File: config.mk
export PLATFORM = sky130hd
export DESIGN_NAME = write_back_lru_block_cache
export DESIGN_NICKNAME = d
export VERILOG_FILES = /design/src/wcc_pkg.sv /design/src/wcc_ram.sv /design/src/wcc_ctrl.sv /design/src/wcc_datapath.sv /design/src/write_back_lru_block_cache.sv
export SDC_FILE = /design/constraint.sdc
export NUM_CORES = 2
export LEC_CHECK = 0
export ABC_AREA = 1
export BUFFER_PORTS_ARGS = -buffer_cell sky130_fd_sc_hd__buf_4
export CORE_MARGIN = 5
export CORE_UTILIZATION = 50
export DETAILED_ROUTE_END_ITERATION = 10
export HOLD_SLACK_MARGIN = 0.12
export PLACE_DENSITY = 0.63
export SYNTH_ARGS = -nofsm -noshare
export SYNTH_HDL_FRONTEND = slang
export SYNTH_SLANG_ARGS = --single-unit
export TNS_END_PERCENT = 30
File: constraint.sdc
create_clock -name clock -period 8.39 [get_ports clock]
set_input_delay 0.4195 -clock clock [delete_from_list [all_inputs] [get_ports clock]]
set_output_delay 0.4195 -clock clock [all_outputs]
set_load 0.01 [all_outputs]
File: src/wcc_pkg.sv
`timescale 1ns / 1ps
// ----------------------------------------------------------------------------
// Write-back LRU block cache package
// Shared codes, control command and status types for the cache modules.
// ----------------------------------------------------------------------------
package wcc_pkg;

   localparam int OP_BITS   = 3;
   localparam int KIND_BITS = 3;
   localparam int CAP_BITS  = 5;

   localparam logic [CAP_BITS-1:0] CAP_RESET = 5'd16;

   localparam logic [OP_BITS-1:0] OP_READ   = 3'd0;
   localparam logic [OP_BITS-1:0] OP_WRITE  = 3'd1;
   localparam logic [OP_BITS-1:0] OP_FILL   = 3'd2;
   localparam logic [OP_BITS-1:0] OP_COMMIT = 3'd3;
   localparam logic [OP_BITS-1:0] OP_INVAL  = 3'd4;

   localparam logic [KIND_BITS-1:0] KIND_DATA  = 3'd0;
   localparam logic [KIND_BITS-1:0] KIND_FETCH = 3'd1;
   localparam logic [KIND_BITS-1:0] KIND_WB    = 3'd2;
   localparam logic [KIND_BITS-1:0] KIND_DONE  = 3'd3;
   localparam logic [KIND_BITS-1:0] KIND_FAIL  = 3'd4;

   typedef enum logic [3:0] {
      ACT_NONE,
      ACT_LOOKUP,
      ACT_READ_HIT,
      ACT_READ_MISS,
      ACT_WRITE_HIT,
      ACT_FILL_FAIL,
      ACT_INVALIDATE,
      ACT_EVICT_READ,
      ACT_EVICT,
      ACT_INSERT,
      ACT_COMMIT_START,
      ACT_COMMIT_SCAN,
      ACT_COMMIT_WB,
      ACT_COMMIT_SKIP,
      ACT_COMMIT_DONE
   } action_type;

   typedef struct packed {
      logic       latch_req;
      action_type act;
   } cmd_type;

   typedef struct packed {
      logic [OP_BITS-1:0] op;
      logic               hit;
      logic               pending;
      logic               fill_ok;
      logic               must_evict;
      logic               victim_dirty;
      logic               commit_found;
      logic               commit_end;
      logic               out_free;
   } status_type;

endpackage

File: src/wcc_ram.sv
`timescale 1ns / 1ps
// ----------------------------------------------------------------------------
// Generic single-port-write RAM
// One write port and one read port with registered read data.
// ----------------------------------------------------------------------------
module wcc_ram #(
   parameter int WIDTH = 64,
   parameter int DEPTH = 16
) (
   input  logic                     clock,
   input  logic                     wr_en,
   input  logic [$clog2(DEPTH)-1:0] wr_addr,
   input  logic [WIDTH-1:0]         wr_data,
   input  logic                     rd_en,
   input  logic [$clog2(DEPTH)-1:0] rd_addr,
   output logic [WIDTH-1:0]         rd_data
);

   logic [WIDTH-1:0] mem [DEPTH];
   logic [WIDTH-1:0] rd_data_ff;

   always_ff @(posedge clock) begin
      if (wr_en) begin
         mem[wr_addr] <= wr_data;
      end
      if (rd_en) begin
         rd_data_ff <= mem[rd_addr];
      end
   end

   assign rd_data = rd_data_ff;

endmodule

File: src/wcc_ctrl.sv
`timescale 1ns / 1ps
// ----------------------------------------------------------------------------
// Cache controller
// Sequences lookup, eviction, insertion and commit steps for one request.
// ----------------------------------------------------------------------------
module wcc_ctrl
   import wcc_pkg::*;
(
   input  logic       clock,
   input  logic       reset,
   input  logic       req_valid,
   output logic       req_ready,
   input  status_type status,
   output cmd_type    cmd
);

   typedef enum logic [2:0] {
      ST_IDLE,
      ST_LOOKUP,
      ST_DECIDE,
      ST_EVICT_RD,
      ST_EVICT,
      ST_INSERT,
      ST_SCAN,
      ST_WB
   } state_type;

   state_type state_ff, state_in;

   always_comb begin
      state_in      = state_ff;
      cmd.latch_req = 1'b0;
      cmd.act       = ACT_NONE;
      req_ready     = 1'b0;
      unique case (state_ff)
         ST_IDLE: begin
            req_ready = 1'b1;
            if (req_valid) begin
               cmd.latch_req = 1'b1;
               state_in      = ST_LOOKUP;
            end
         end
         ST_LOOKUP: begin
            cmd.act  = ACT_LOOKUP;
            state_in = ST_DECIDE;
         end
         ST_DECIDE: begin
            unique case (status.op)
               OP_READ: begin
                  if (status.out_free) begin
                     cmd.act  = status.hit ? ACT_READ_HIT : ACT_READ_MISS;
                     state_in = ST_IDLE;
                  end
               end
               OP_WRITE: begin
                  if (status.hit) begin
                     if (status.out_free) begin
                        cmd.act  = ACT_WRITE_HIT;
                        state_in = ST_IDLE;
                     end
                  end else begin
                     state_in = status.must_evict ? ST_EVICT_RD : ST_INSERT;
                  end
               end
               OP_FILL: begin
                  if (!status.pending) begin
                     state_in = ST_IDLE;
                  end else if (status.fill_ok) begin
                     state_in = status.must_evict ? ST_EVICT_RD : ST_INSERT;
                  end else if (status.out_free) begin
                     cmd.act  = ACT_FILL_FAIL;
                     state_in = ST_IDLE;
                  end
               end
               OP_COMMIT: begin
                  cmd.act  = ACT_COMMIT_START;
                  state_in = ST_SCAN;
               end
               OP_INVAL: begin
                  if (status.out_free) begin
                     cmd.act  = ACT_INVALIDATE;
                     state_in = ST_IDLE;
                  end
               end
               default: begin
                  state_in = ST_IDLE;
               end
            endcase
         end
         ST_EVICT_RD: begin
            cmd.act  = ACT_EVICT_READ;
            state_in = ST_EVICT;
         end
         ST_EVICT: begin
            if (!status.victim_dirty || status.out_free) begin
               cmd.act  = ACT_EVICT;
               state_in = ST_INSERT;
            end
         end
         ST_INSERT: begin
            if (status.out_free) begin
               cmd.act  = ACT_INSERT;
               state_in = ST_IDLE;
            end
         end
         ST_SCAN: begin
            if (status.commit_end) begin
               if (status.out_free) begin
                  cmd.act  = ACT_COMMIT_DONE;
                  state_in = ST_IDLE;
               end
            end else begin
               cmd.act  = ACT_COMMIT_SCAN;
               state_in = ST_WB;
            end
         end
         ST_WB: begin
            if (!status.commit_found) begin
               cmd.act  = ACT_COMMIT_SKIP;
               state_in = ST_SCAN;
            end else if (status.out_free) begin
               cmd.act  = ACT_COMMIT_WB;
               state_in = ST_SCAN;
            end
         end
         default: begin
            state_in = ST_IDLE;
         end
      endcase
   end

   always_ff @(posedge clock) begin
      if (reset) begin
         state_ff <= ST_IDLE;
      end else begin
         state_ff <= state_in;
      end
   end

endmodule

File: src/wcc_datapath.sv
`timescale 1ns / 1ps
// ----------------------------------------------------------------------------
// Cache datapath
// Tag match, recency ranks, line RAM, miss tracking and the result register.
// ----------------------------------------------------------------------------
module wcc_datapath
   import wcc_pkg::*;
#(
   parameter int ENTRIES    = 16,
   parameter int LINE_BITS  = 64,
   parameter int INDEX_BITS = 16
) (
   input  logic                  clock,
   input  logic                  reset,
   input  cmd_type               cmd,
   output status_type            status,
   input  logic [OP_BITS-1:0]    req_operation,
   input  logic [INDEX_BITS-1:0] req_block_index,
   input  logic [LINE_BITS-1:0]  req_line_data,
   input  logic                  req_fill_ok,
   input  logic                  csr_valid,
   input  logic [CAP_BITS-1:0]   csr_capacity,
   output logic                  rsp_valid,
   input  logic                  rsp_ready,
   output logic [KIND_BITS-1:0]  rsp_kind,
   output logic [INDEX_BITS-1:0] rsp_out_index,
   output logic [LINE_BITS-1:0]  rsp_out_data,
   output logic                  rsp_last
);

   localparam int SB = $clog2(ENTRIES);
   localparam int CB = $clog2(ENTRIES + 1);
   localparam int WW = (CB > CAP_BITS) ? CB : CAP_BITS;

   logic [OP_BITS-1:0]    req_op_ff;
   logic [INDEX_BITS-1:0] req_idx_ff;
   logic [LINE_BITS-1:0]  req_data_ff;
   logic                  req_ok_ff;

   logic [INDEX_BITS-1:0] tag_ff [ENTRIES];
   logic [SB-1:0]         rank_ff [ENTRIES];
   logic [SB-1:0]         rank_in [ENTRIES];
   logic [ENTRIES-1:0]    valid_ff, valid_in, dirty_ff, dirty_in;
   logic [CB-1:0]         count_ff, count_in, scan_ff, scan_in;
   logic                  pending_ff, pending_in;
   logic [INDEX_BITS-1:0] pidx_ff, pidx_in;
   logic [CAP_BITS-1:0]   cap_ff;
   logic                  hit_ff, hit_in, found_ff, found_in;
   logic [SB-1:0]         slot_ff, slot_in, victim_ff, victim_in, cslot_ff, cslot_in;

   logic                  hit_c, found_c;
   logic [SB-1:0]         hit_slot_c, victim_c, cslot_c, free_c;
   logic                  free_seen;
   logic [SB-1:0]         lru_rank;
   logic [WW-1:0]         cap_w, eff_cap;

   logic                  tag_we;
   logic [INDEX_BITS-1:0] tag_wdata;

   logic                  ram_we, ram_re;
   logic [SB-1:0]         ram_waddr, ram_raddr;
   logic [LINE_BITS-1:0]  ram_rdata;

   logic                  emit, emit_last;
   logic [KIND_BITS-1:0]  emit_kind;
   logic [INDEX_BITS-1:0] emit_idx;
   logic [LINE_BITS-1:0]  emit_data;

   logic                  rsp_valid_ff, rsp_valid_in, rsp_last_ff;
   logic [KIND_BITS-1:0]  rsp_kind_ff;
   logic [INDEX_BITS-1:0] rsp_idx_ff;
   logic [LINE_BITS-1:0]  rsp_data_ff;

   assign lru_rank = SB'(count_ff - CB'(1));

   always_comb begin
      hit_c      = 1'b0;
      hit_slot_c = '0;
      victim_c   = '0;
      found_c    = 1'b0;
      cslot_c    = '0;
      free_c     = '0;
      free_seen  = 1'b0;
      for (int i = 0; i < ENTRIES; i++) begin
         if (valid_ff[i] && tag_ff[i] == req_idx_ff && !hit_c) begin
            hit_c      = 1'b1;
            hit_slot_c = SB'(i);
         end
         if (valid_ff[i] && rank_ff[i] == lru_rank) begin
            victim_c = SB'(i);
         end
         if (valid_ff[i] && dirty_ff[i] && rank_ff[i] == scan_ff[SB-1:0] && !found_c) begin
            found_c = 1'b1;
            cslot_c = SB'(i);
         end
         if (!valid_ff[i] && !free_seen) begin
            free_seen = 1'b1;
            free_c    = SB'(i);
         end
      end
   end

   always_comb begin
      cap_w = WW'(cap_ff);
      if (cap_w == '0) begin
         eff_cap = WW'(1);
      end else if (cap_w > WW'(ENTRIES)) begin
         eff_cap = WW'(ENTRIES);
      end else begin
         eff_cap = cap_w;
      end
   end

   always_comb begin
      valid_in   = valid_ff;
      dirty_in   = dirty_ff;
      count_in   = count_ff;
      scan_in    = scan_ff;
      pending_in = pending_ff;
      pidx_in    = pidx_ff;
      hit_in     = hit_ff;
      slot_in    = slot_ff;
      victim_in  = victim_ff;
      found_in   = found_ff;
      cslot_in   = cslot_ff;
      for (int i = 0; i < ENTRIES; i++) begin
         rank_in[i] = rank_ff[i];
      end
      tag_we    = 1'b0;
      tag_wdata = req_idx_ff;
      ram_we    = 1'b0;
      ram_waddr = slot_ff;
      ram_re    = 1'b0;
      ram_raddr = hit_slot_c;
      emit      = 1'b0;
      emit_last = 1'b1;
      emit_kind = KIND_DONE;
      emit_idx  = '0;
      emit_data = '0;
      unique case (cmd.act)
         ACT_NONE: begin
         end
         ACT_LOOKUP: begin
            hit_in    = hit_c;
            slot_in   = hit_slot_c;
            ram_re    = 1'b1;
            ram_raddr = hit_slot_c;
         end
         ACT_READ_HIT: begin
            pending_in = 1'b0;
            for (int i = 0; i < ENTRIES; i++) begin
               if (valid_ff[i] && rank_ff[i] < rank_ff[slot_ff]) begin
                  rank_in[i] = rank_ff[i] + SB'(1);
               end
            end
            rank_in[slot_ff] = '0;
            emit      = 1'b1;
            emit_kind = KIND_DATA;
            emit_idx  = req_idx_ff;
            emit_data = ram_rdata;
         end
         ACT_READ_MISS: begin
            pending_in = 1'b1;
            pidx_in    = req_idx_ff;
            emit       = 1'b1;
            emit_kind  = KIND_FETCH;
            emit_idx   = req_idx_ff;
         end
         ACT_WRITE_HIT: begin
            pending_in = 1'b0;
            if (ram_rdata != req_data_ff) begin
               ram_we            = 1'b1;
               ram_waddr         = slot_ff;
               dirty_in[slot_ff] = 1'b1;
            end
            for (int i = 0; i < ENTRIES; i++) begin
               if (valid_ff[i] && rank_ff[i] < rank_ff[slot_ff]) begin
                  rank_in[i] = rank_ff[i] + SB'(1);
               end
            end
            rank_in[slot_ff] = '0;
            emit             = 1'b1;
         end
         ACT_FILL_FAIL: begin
            pending_in = 1'b0;
            emit       = 1'b1;
            emit_kind  = KIND_FAIL;
            emit_idx   = pidx_ff;
         end
         ACT_INVALIDATE: begin
            valid_in   = '0;
            dirty_in   = '0;
            count_in   = '0;
            pending_in = 1'b0;
            for (int i = 0; i < ENTRIES; i++) begin
               rank_in[i] = '0;
            end
            emit = 1'b1;
         end
         ACT_EVICT_READ: begin
            victim_in = victim_c;
            ram_re    = 1'b1;
            ram_raddr = victim_c;
         end
         ACT_EVICT: begin
            if (dirty_ff[victim_ff]) begin
               emit      = 1'b1;
               emit_last = 1'b0;
               emit_kind = KIND_WB;
               emit_idx  = tag_ff[victim_ff];
               emit_data = ram_rdata;
            end
            valid_in[victim_ff] = 1'b0;
            dirty_in[victim_ff] = 1'b0;
            rank_in[victim_ff]  = '0;
            count_in            = count_ff - CB'(1);
         end
         ACT_INSERT: begin
            pending_in = 1'b0;
            for (int i = 0; i < ENTRIES; i++) begin
               if (valid_ff[i]) begin
                  rank_in[i] = rank_ff[i] + SB'(1);
               end
            end
            rank_in[free_c]  = '0;
            valid_in[free_c] = 1'b1;
            dirty_in[free_c] = (req_op_ff == OP_WRITE);
            count_in         = count_ff + CB'(1);
            tag_we           = 1'b1;
            tag_wdata        = (req_op_ff == OP_WRITE) ? req_idx_ff : pidx_ff;
            ram_we           = 1'b1;
            ram_waddr        = free_c;
            emit             = 1'b1;
            if (req_op_ff != OP_WRITE) begin
               emit_kind = KIND_DATA;
               emit_idx  = pidx_ff;
               emit_data = req_data_ff;
            end
         end
         ACT_COMMIT_START: begin
            scan_in = '0;
         end
         ACT_COMMIT_SCAN: begin
            found_in  = found_c;
            cslot_in  = cslot_c;
            ram_re    = 1'b1;
            ram_raddr = cslot_c;
         end
         ACT_COMMIT_WB: begin
            dirty_in[cslot_ff] = 1'b0;
            scan_in            = scan_ff + CB'(1);
            emit               = 1'b1;
            emit_last          = 1'b0;
            emit_kind          = KIND_WB;
            emit_idx           = tag_ff[cslot_ff];
            emit_data          = ram_rdata;
         end
         ACT_COMMIT_SKIP: begin
            scan_in = scan_ff + CB'(1);
         end
         ACT_COMMIT_DONE: begin
            emit = 1'b1;
         end
         default: begin
         end
      endcase
   end

   assign rsp_valid_in = emit ? 1'b1 : (rsp_ready ? 1'b0 : rsp_valid_ff);

   always_ff @(posedge clock) begin
      if (reset) begin
         valid_ff     <= '0;
         dirty_ff     <= '0;
         count_ff     <= '0;
         scan_ff      <= '0;
         pending_ff   <= 1'b0;
         pidx_ff      <= '0;
         cap_ff       <= CAP_RESET;
         hit_ff       <= 1'b0;
         found_ff     <= 1'b0;
         rsp_valid_ff <= 1'b0;
         for (int i = 0; i < ENTRIES; i++) begin
            rank_ff[i] <= '0;
         end
      end else begin
         valid_ff     <= valid_in;
         dirty_ff     <= dirty_in;
         count_ff     <= count_in;
         scan_ff      <= scan_in;
         pending_ff   <= pending_in;
         pidx_ff      <= pidx_in;
         hit_ff       <= hit_in;
         found_ff     <= found_in;
         rsp_valid_ff <= rsp_valid_in;
         for (int i = 0; i < ENTRIES; i++) begin
            rank_ff[i] <= rank_in[i];
         end
         if (csr_valid) begin
            cap_ff <= csr_capacity;
         end
      end
   end

   always_ff @(posedge clock) begin
      slot_ff   <= slot_in;
      victim_ff <= victim_in;
      cslot_ff  <= cslot_in;
      if (cmd.latch_req) begin
         req_op_ff   <= req_operation;
         req_idx_ff  <= req_block_index;
         req_data_ff <= req_line_data;
         req_ok_ff   <= req_fill_ok;
      end
      if (tag_we) begin
         tag_ff[free_c] <= tag_wdata;
      end
      if (emit) begin
         rsp_kind_ff <= emit_kind;
         rsp_idx_ff  <= emit_idx;
         rsp_data_ff <= emit_data;
         rsp_last_ff <= emit_last;
      end
   end

   wcc_ram #(
      .WIDTH(LINE_BITS),
      .DEPTH(ENTRIES)
   ) u_line_ram (
      .clock  (clock),
      .wr_en  (ram_we),
      .wr_addr(ram_waddr),
      .wr_data(req_data_ff),
      .rd_en  (ram_re),
      .rd_addr(ram_raddr),
      .rd_data(ram_rdata)
   );

   assign status.op           = req_op_ff;
   assign status.hit          = hit_ff;
   assign status.pending      = pending_ff;
   assign status.fill_ok      = req_ok_ff;
   assign status.must_evict   = (WW'(count_ff) >= eff_cap);
   assign status.victim_dirty = dirty_ff[victim_ff];
   assign status.commit_found = found_ff;
   assign status.commit_end   = (scan_ff >= count_ff);
   assign status.out_free     = !rsp_valid_ff || rsp_ready;

   assign rsp_valid     = rsp_valid_ff;
   assign rsp_kind      = rsp_kind_ff;
   assign rsp_out_index = rsp_idx_ff;
   assign rsp_out_data  = rsp_data_ff;
   assign rsp_last      = rsp_last_ff;

endmodule

File: src/write_back_lru_block_cache.sv
`timescale 1ns / 1ps
// ----------------------------------------------------------------------------
// Write-back LRU block cache
// Fully associative cache of block lines with a runtime capacity limit.
//
// Requests arrive on the req_ channel (read, write, fill, commit, invalidate)
// and are taken one at a time; req_ready is high only while no request is in
// progress. Each request gives zero or more beats on the rsp_ channel, the
// final one flagged by rsp_last. The csr_ channel writes the capacity and is
// always ready. A read hit or miss, write hit, failed fill or invalidate
// passes through the lookup and decide states; its result beat loads at
// the same edge at which req_ready comes back. An insert adds the insert
// state, and the evict-read and evict states before it when it evicts the
// LRU entry. Commit walks the recency ranks with a scan and a write-back
// step per held entry and a done step, set by the registered line RAM read.
// A single output register holds each beat; while the receiver stalls, the
// controller waits before producing the next beat. Reset empties the cache,
// clears any pending miss and sets the capacity to 16; no clearing pass.
// ----------------------------------------------------------------------------
module write_back_lru_block_cache
   import wcc_pkg::*;
#(
   parameter int ENTRIES    = 16,
   parameter int LINE_BITS  = 64,
   parameter int INDEX_BITS = 16
) (
   input  logic                  clock,
   input  logic                  reset,
   input  logic                  req_valid,
   output logic                  req_ready,
   input  logic [OP_BITS-1:0]    req_operation,
   input  logic [INDEX_BITS-1:0] req_block_index,
   input  logic [LINE_BITS-1:0]  req_line_data,
   input  logic                  req_fill_ok,
   output logic                  rsp_valid,
   input  logic                  rsp_ready,
   output logic [KIND_BITS-1:0]  rsp_kind,
   output logic [INDEX_BITS-1:0] rsp_out_index,
   output logic [LINE_BITS-1:0]  rsp_out_data,
   output logic                  rsp_last,
   input  logic                  csr_valid,
   output logic                  csr_ready,
   input  logic [CAP_BITS-1:0]   csr_capacity
);

   cmd_type    cmd;
   status_type status;

   assign csr_ready = 1'b1;

   wcc_ctrl u_ctrl (
      .clock    (clock),
      .reset    (reset),
      .req_valid(req_valid),
      .req_ready(req_ready),
      .status   (status),
      .cmd      (cmd)
   );

   wcc_datapath #(
      .ENTRIES   (ENTRIES),
      .LINE_BITS (LINE_BITS),
      .INDEX_BITS(INDEX_BITS)
   ) u_datapath (
      .clock          (clock),
      .reset          (reset),
      .cmd            (cmd),
      .status         (status),
      .req_operation  (req_operation),
      .req_block_index(req_block_index),
      .req_line_data  (req_line_data),
      .req_fill_ok    (req_fill_ok),
      .csr_valid      (csr_valid),
      .csr_capacity   (csr_capacity),
      .rsp_valid      (rsp_valid),
      .rsp_ready      (rsp_ready),
      .rsp_kind       (rsp_kind),
      .rsp_out_index  (rsp_out_index),
      .rsp_out_data   (rsp_out_data),
      .rsp_last       (rsp_last)
   );

endmodule
==> summary.txt <==
Status
  • Status: complete, no violations

Worst hold path
  • Hold Path Class: in2reg

Logic synthesis
  • Number of synthesized flops with an enable pin: approximately 1500
  • Mapped Cells: about 9100
  • Ys Warns: 0
  • Primary FF master, synth: edfxtp_1
  • Post-synth ARST share: 0%
  • Mapped cell area: between 80000 and 90000 µm²
  • Mean cell area of the mapped netlist: a little over 9 µm²
  • Register area share after synthesis: between 50% and 60%
  • Cell taking the most area after synthesis: edfxtp_1
  • Post-Syn Nets: 9307
  • Synth cell types: 76
  • #FFs+latches synth: between 1500 and 2000
  • Synth top area cells: edfxtp_1 (54%), nand2_1 (11%), nand3_1 (6.3%)
  • Top cell type's share of synthesized area: a little over half

STA
  • Relative slew slack: between 10% and 20%
  • Slew Limit Fails: 0
  • Unrepaired setup endpoints after global routing: no
  • Setup TNS: 0 ns
  • Period minus WS final: roughly 6.4 ns
  • Period utilisation layout: approximately 76%
  • Clock skew: approximately 0.057 ns
  • Fmax: about 160 MHz
  • Final hold vios: 0
  • Setup-failing EPs final: 0
  • Slew @ Worst Pin: around 1.3 ns

Drt
  • Vias/cell: between 6 and 7
  • Drt total wl: between 300000 and 400000 µm
  • Antenna Nets Post-Route: 0
  • DR iter-0 viols: 9241
  • 1st-pass router iterations: 6
  • Average wire per standard cell: between 20 and 30 µm
  • Remaining DRCs: 0
  • Vias: approximately 70000

Power and ir drop
  • IR drop worst, VDD: between 0.2 and 0.25 mV
  • PwrDens: about 240 nW/µm²
  • Static leakage: 0.0363 µW

Global routing
  • First-pass GRT wire length: around 470000 µm
  • Largest net degree at the start of global routing: roughly 200
  • Grt total ovfl: 0
  • Vias in the first global route: roughly 68000
  • Gr usage total: a little over a third
  • Initial antenna violation count: 6

Cells and area
  • Area Overhead vs Synth: 12.0%
  • Commonest non-fill, non-tap cell in the layout: nand2_1
  • Finished Layout Cells: between 10000 and 15000
  • Most frequent cells in the layout: nand2_1 (2572), edfxtp_1 (1524), nand3_1 (1070), inv_1 (589), o21ai_0 (556)
  • Final nets: ~9300
  • Layout cells sized above 1: about 8%
  • Filler instances: 14700

Critical path
  • Worst setup EP type: flip-flop
  • CP peak stage delay: 1.17 ns
  • Critical path class: reg2reg
  • Crit-path cells: inv_2, o21ai_0, nor2_1, nand2_1, nor2_1, nand3_1, nand2_2, nor2_4, nand4_2, nor2_4, nand4_2, nor3_1, nand4_1, nand3_4, buf_4, buf_4, nand3_1, nand2_1, nand2_1, nand3_1, nand3_1, nand2_1
  • Critical Path AT: 7.12 ns
  • CP Max Fanout: approximately 80
  • CP max-delay cell: edfxtp_1
  • Data required, critical path: slightly above 9 ns
  • Startpoint Class: flip-flop

Placement
  • GPL Wtd Cong: slightly above 1
  • Port bufs: roughly 180
  • DP HPWL: about 200000 µm
  • Placed cells: approximately 11000

Clock network
  • CTS Buf Count: 181
  • Worst-skew pair later-pin latency: between 0.8 and 0.9 ns
  • Clk sinks: about 1700
  • Clk root buf: clkbuf_16
  • CTS max path bufs: 3
  • Reg clk slew, reported paths: 0.06 ns
  • H-Tree Depth: 4
  • Post-cts sizing count: 0
  • CTS tree: built

Floorplan
  • Die Y: roughly 420 µm
  • Row count: 150
  • Initial cell density of the core: 50.4%
  • Die width: 421 µm
  • Die footprint: 177000 µm²
  • Ports: ~180
  • CORE AREA: roughly 170000 µm²

Job
  • MaxCap Viol Count: 0
==> stage by stage <==
stage	util (%)	total power, µW	worst slack (ns)	instance area, µm²	hold WS (ns)
after floorplan	-	12500	1.85	84500	0.441
after global placement	52.3	14300	2.23	87600	0.448
after detailed placement	52.3	14300	2.29	87600	0.453
after CTS	56.4	22500	2.27	94600	0.228
after global routing	56.4	23200	1.79	94600	0.272
final	56.4	22500	1.98	94600	0.291
==> final timing paths <==
kind | from | endpoint | slack, ns | cells after the start
worst max-delay path | u_datapath.req_idx_ff[0]$_DFFE_PP_ | u_datapath.u_line_ram.rd_data[26]$_DFFE_PP_ | 1.98 | 22
worst min-delay path | req_line_data[14] | u_datapath.req_data_ff[14]$_DFFE_PP_ | 0.29 | 2
worst max register to register | u_datapath.req_idx_ff[0]$_DFFE_PP_ | u_datapath.u_line_ram.rd_data[26]$_DFFE_PP_ | 1.98 | 22
worst min register to register | u_datapath.pidx_ff[12]$_SDFFE_PP0P_ | u_datapath.pidx_ff[12]$_SDFFE_PP0P_ | 0.46 | 2
==> where the power goes <==
group	internal [µW]	switching [µW]	leakage [µW]
Combinational	1030	2940	0.0184
Clock	4720	3470	0.00293
Sequential	9810	530	0.0150
==> routing by layer <==
layer	routed length, µm	track usage, %	up-vias
met5	29	0	-
met4	23000	21.4	4
met3	29200	5.72	974
met2	153000	57.8	4223
met1	120000	44.6	34300
li1	-	-	32000
==> logic make-up (layout without fill, tap and decap cells) <==
family | count (synthesis) | after routing | synth area share [%]
other | 1 | 2 | 0.00444
adder cells (fa/ha/maj) | 77 | 77 | 1.14
XOR/XNOR | 187 | 187 | 1.94
AND/OR/NAND/NOR | 4444 | 4444 | 22.2
flip-flops | 1670 | 1670 | 57.6
AO/OA/AOI/OAI | 1546 | 1546 | 10.9
buffers and inverters | 1211 | 1406 | 6.21
==> worst max-delay path: cells and delay by family, from the launching register on <==
kind | cells | cell delay, ns
compound gates | 1 | 0.31
buf+inv | 3 | 2.19
flops | 1 | 1.17
simple gates | 18 | 2.46
==> cell usage after synthesis, types with 5 or more instances <==
cell       number
edfxtp_1     1524
o221ai_1       33
nor3_1         81
a211oi_1       38
a311oi_1       18
nor2_1        521
dfxtp_1       146
ha_1           77
buf_1          35
xnor2_1        94
nand4_1        81
a22oi_1        14
a2111oi_0      19
nand3_1      1071
a21oi_1       403
nand3b_1        9
buf_2         248
o21bai_1       15
o21ai_0       559
a32oi_1         8
clkbuf_1      224
xor2_1         93
o32ai_1        34
o22ai_1       145
nand2_2         6
nand2_1      2574
a21boi_0       17
inv_2          26
nor3b_1        11
o21ai_1        14
inv_1         593
o2111ai_1      42
a31oi_1        22
buf_4          51
o21a_1         13
buf_6          24
nor4_1         51
and3_1          5
a221oi_1       18
o211ai_1      109
or2_2           5
==> sequential cells by signal, summed over array words and instances, names as in the netlist, 64 cells and up, named ones only <==
name / cells
u_datapath.u_line_ram.mem: 1024
u_datapath.tag_ff: 256
u_datapath.rank_ff: 64
u_datapath.req_data_ff: 64
u_datapath.rsp_out_data: 64
u_datapath.u_line_ram.rd_data: 64
==> timing repair <==
action | CTS | global route
setup buffers | 0 | 0
hold endpoints to repair | 124 | 0
setup endpoints to repair | 0 | 0
hold buffers | 97 | 0
==> layout make-up <==
type	count	area [µm²]	share of cell area (%)
flip-flops and latches	1670	48700	51.5
inverters	625	2360	2.49
clock inverters	113	1240	1.31
multi-input cells	6255	30900	32.6
diodes	1	2.50	0.00265
well taps	2204	2760	2.91
clock buffers	223	4790	5.06
repair buffers	445	3900	4.12
(Power assumes the default switching activity.)
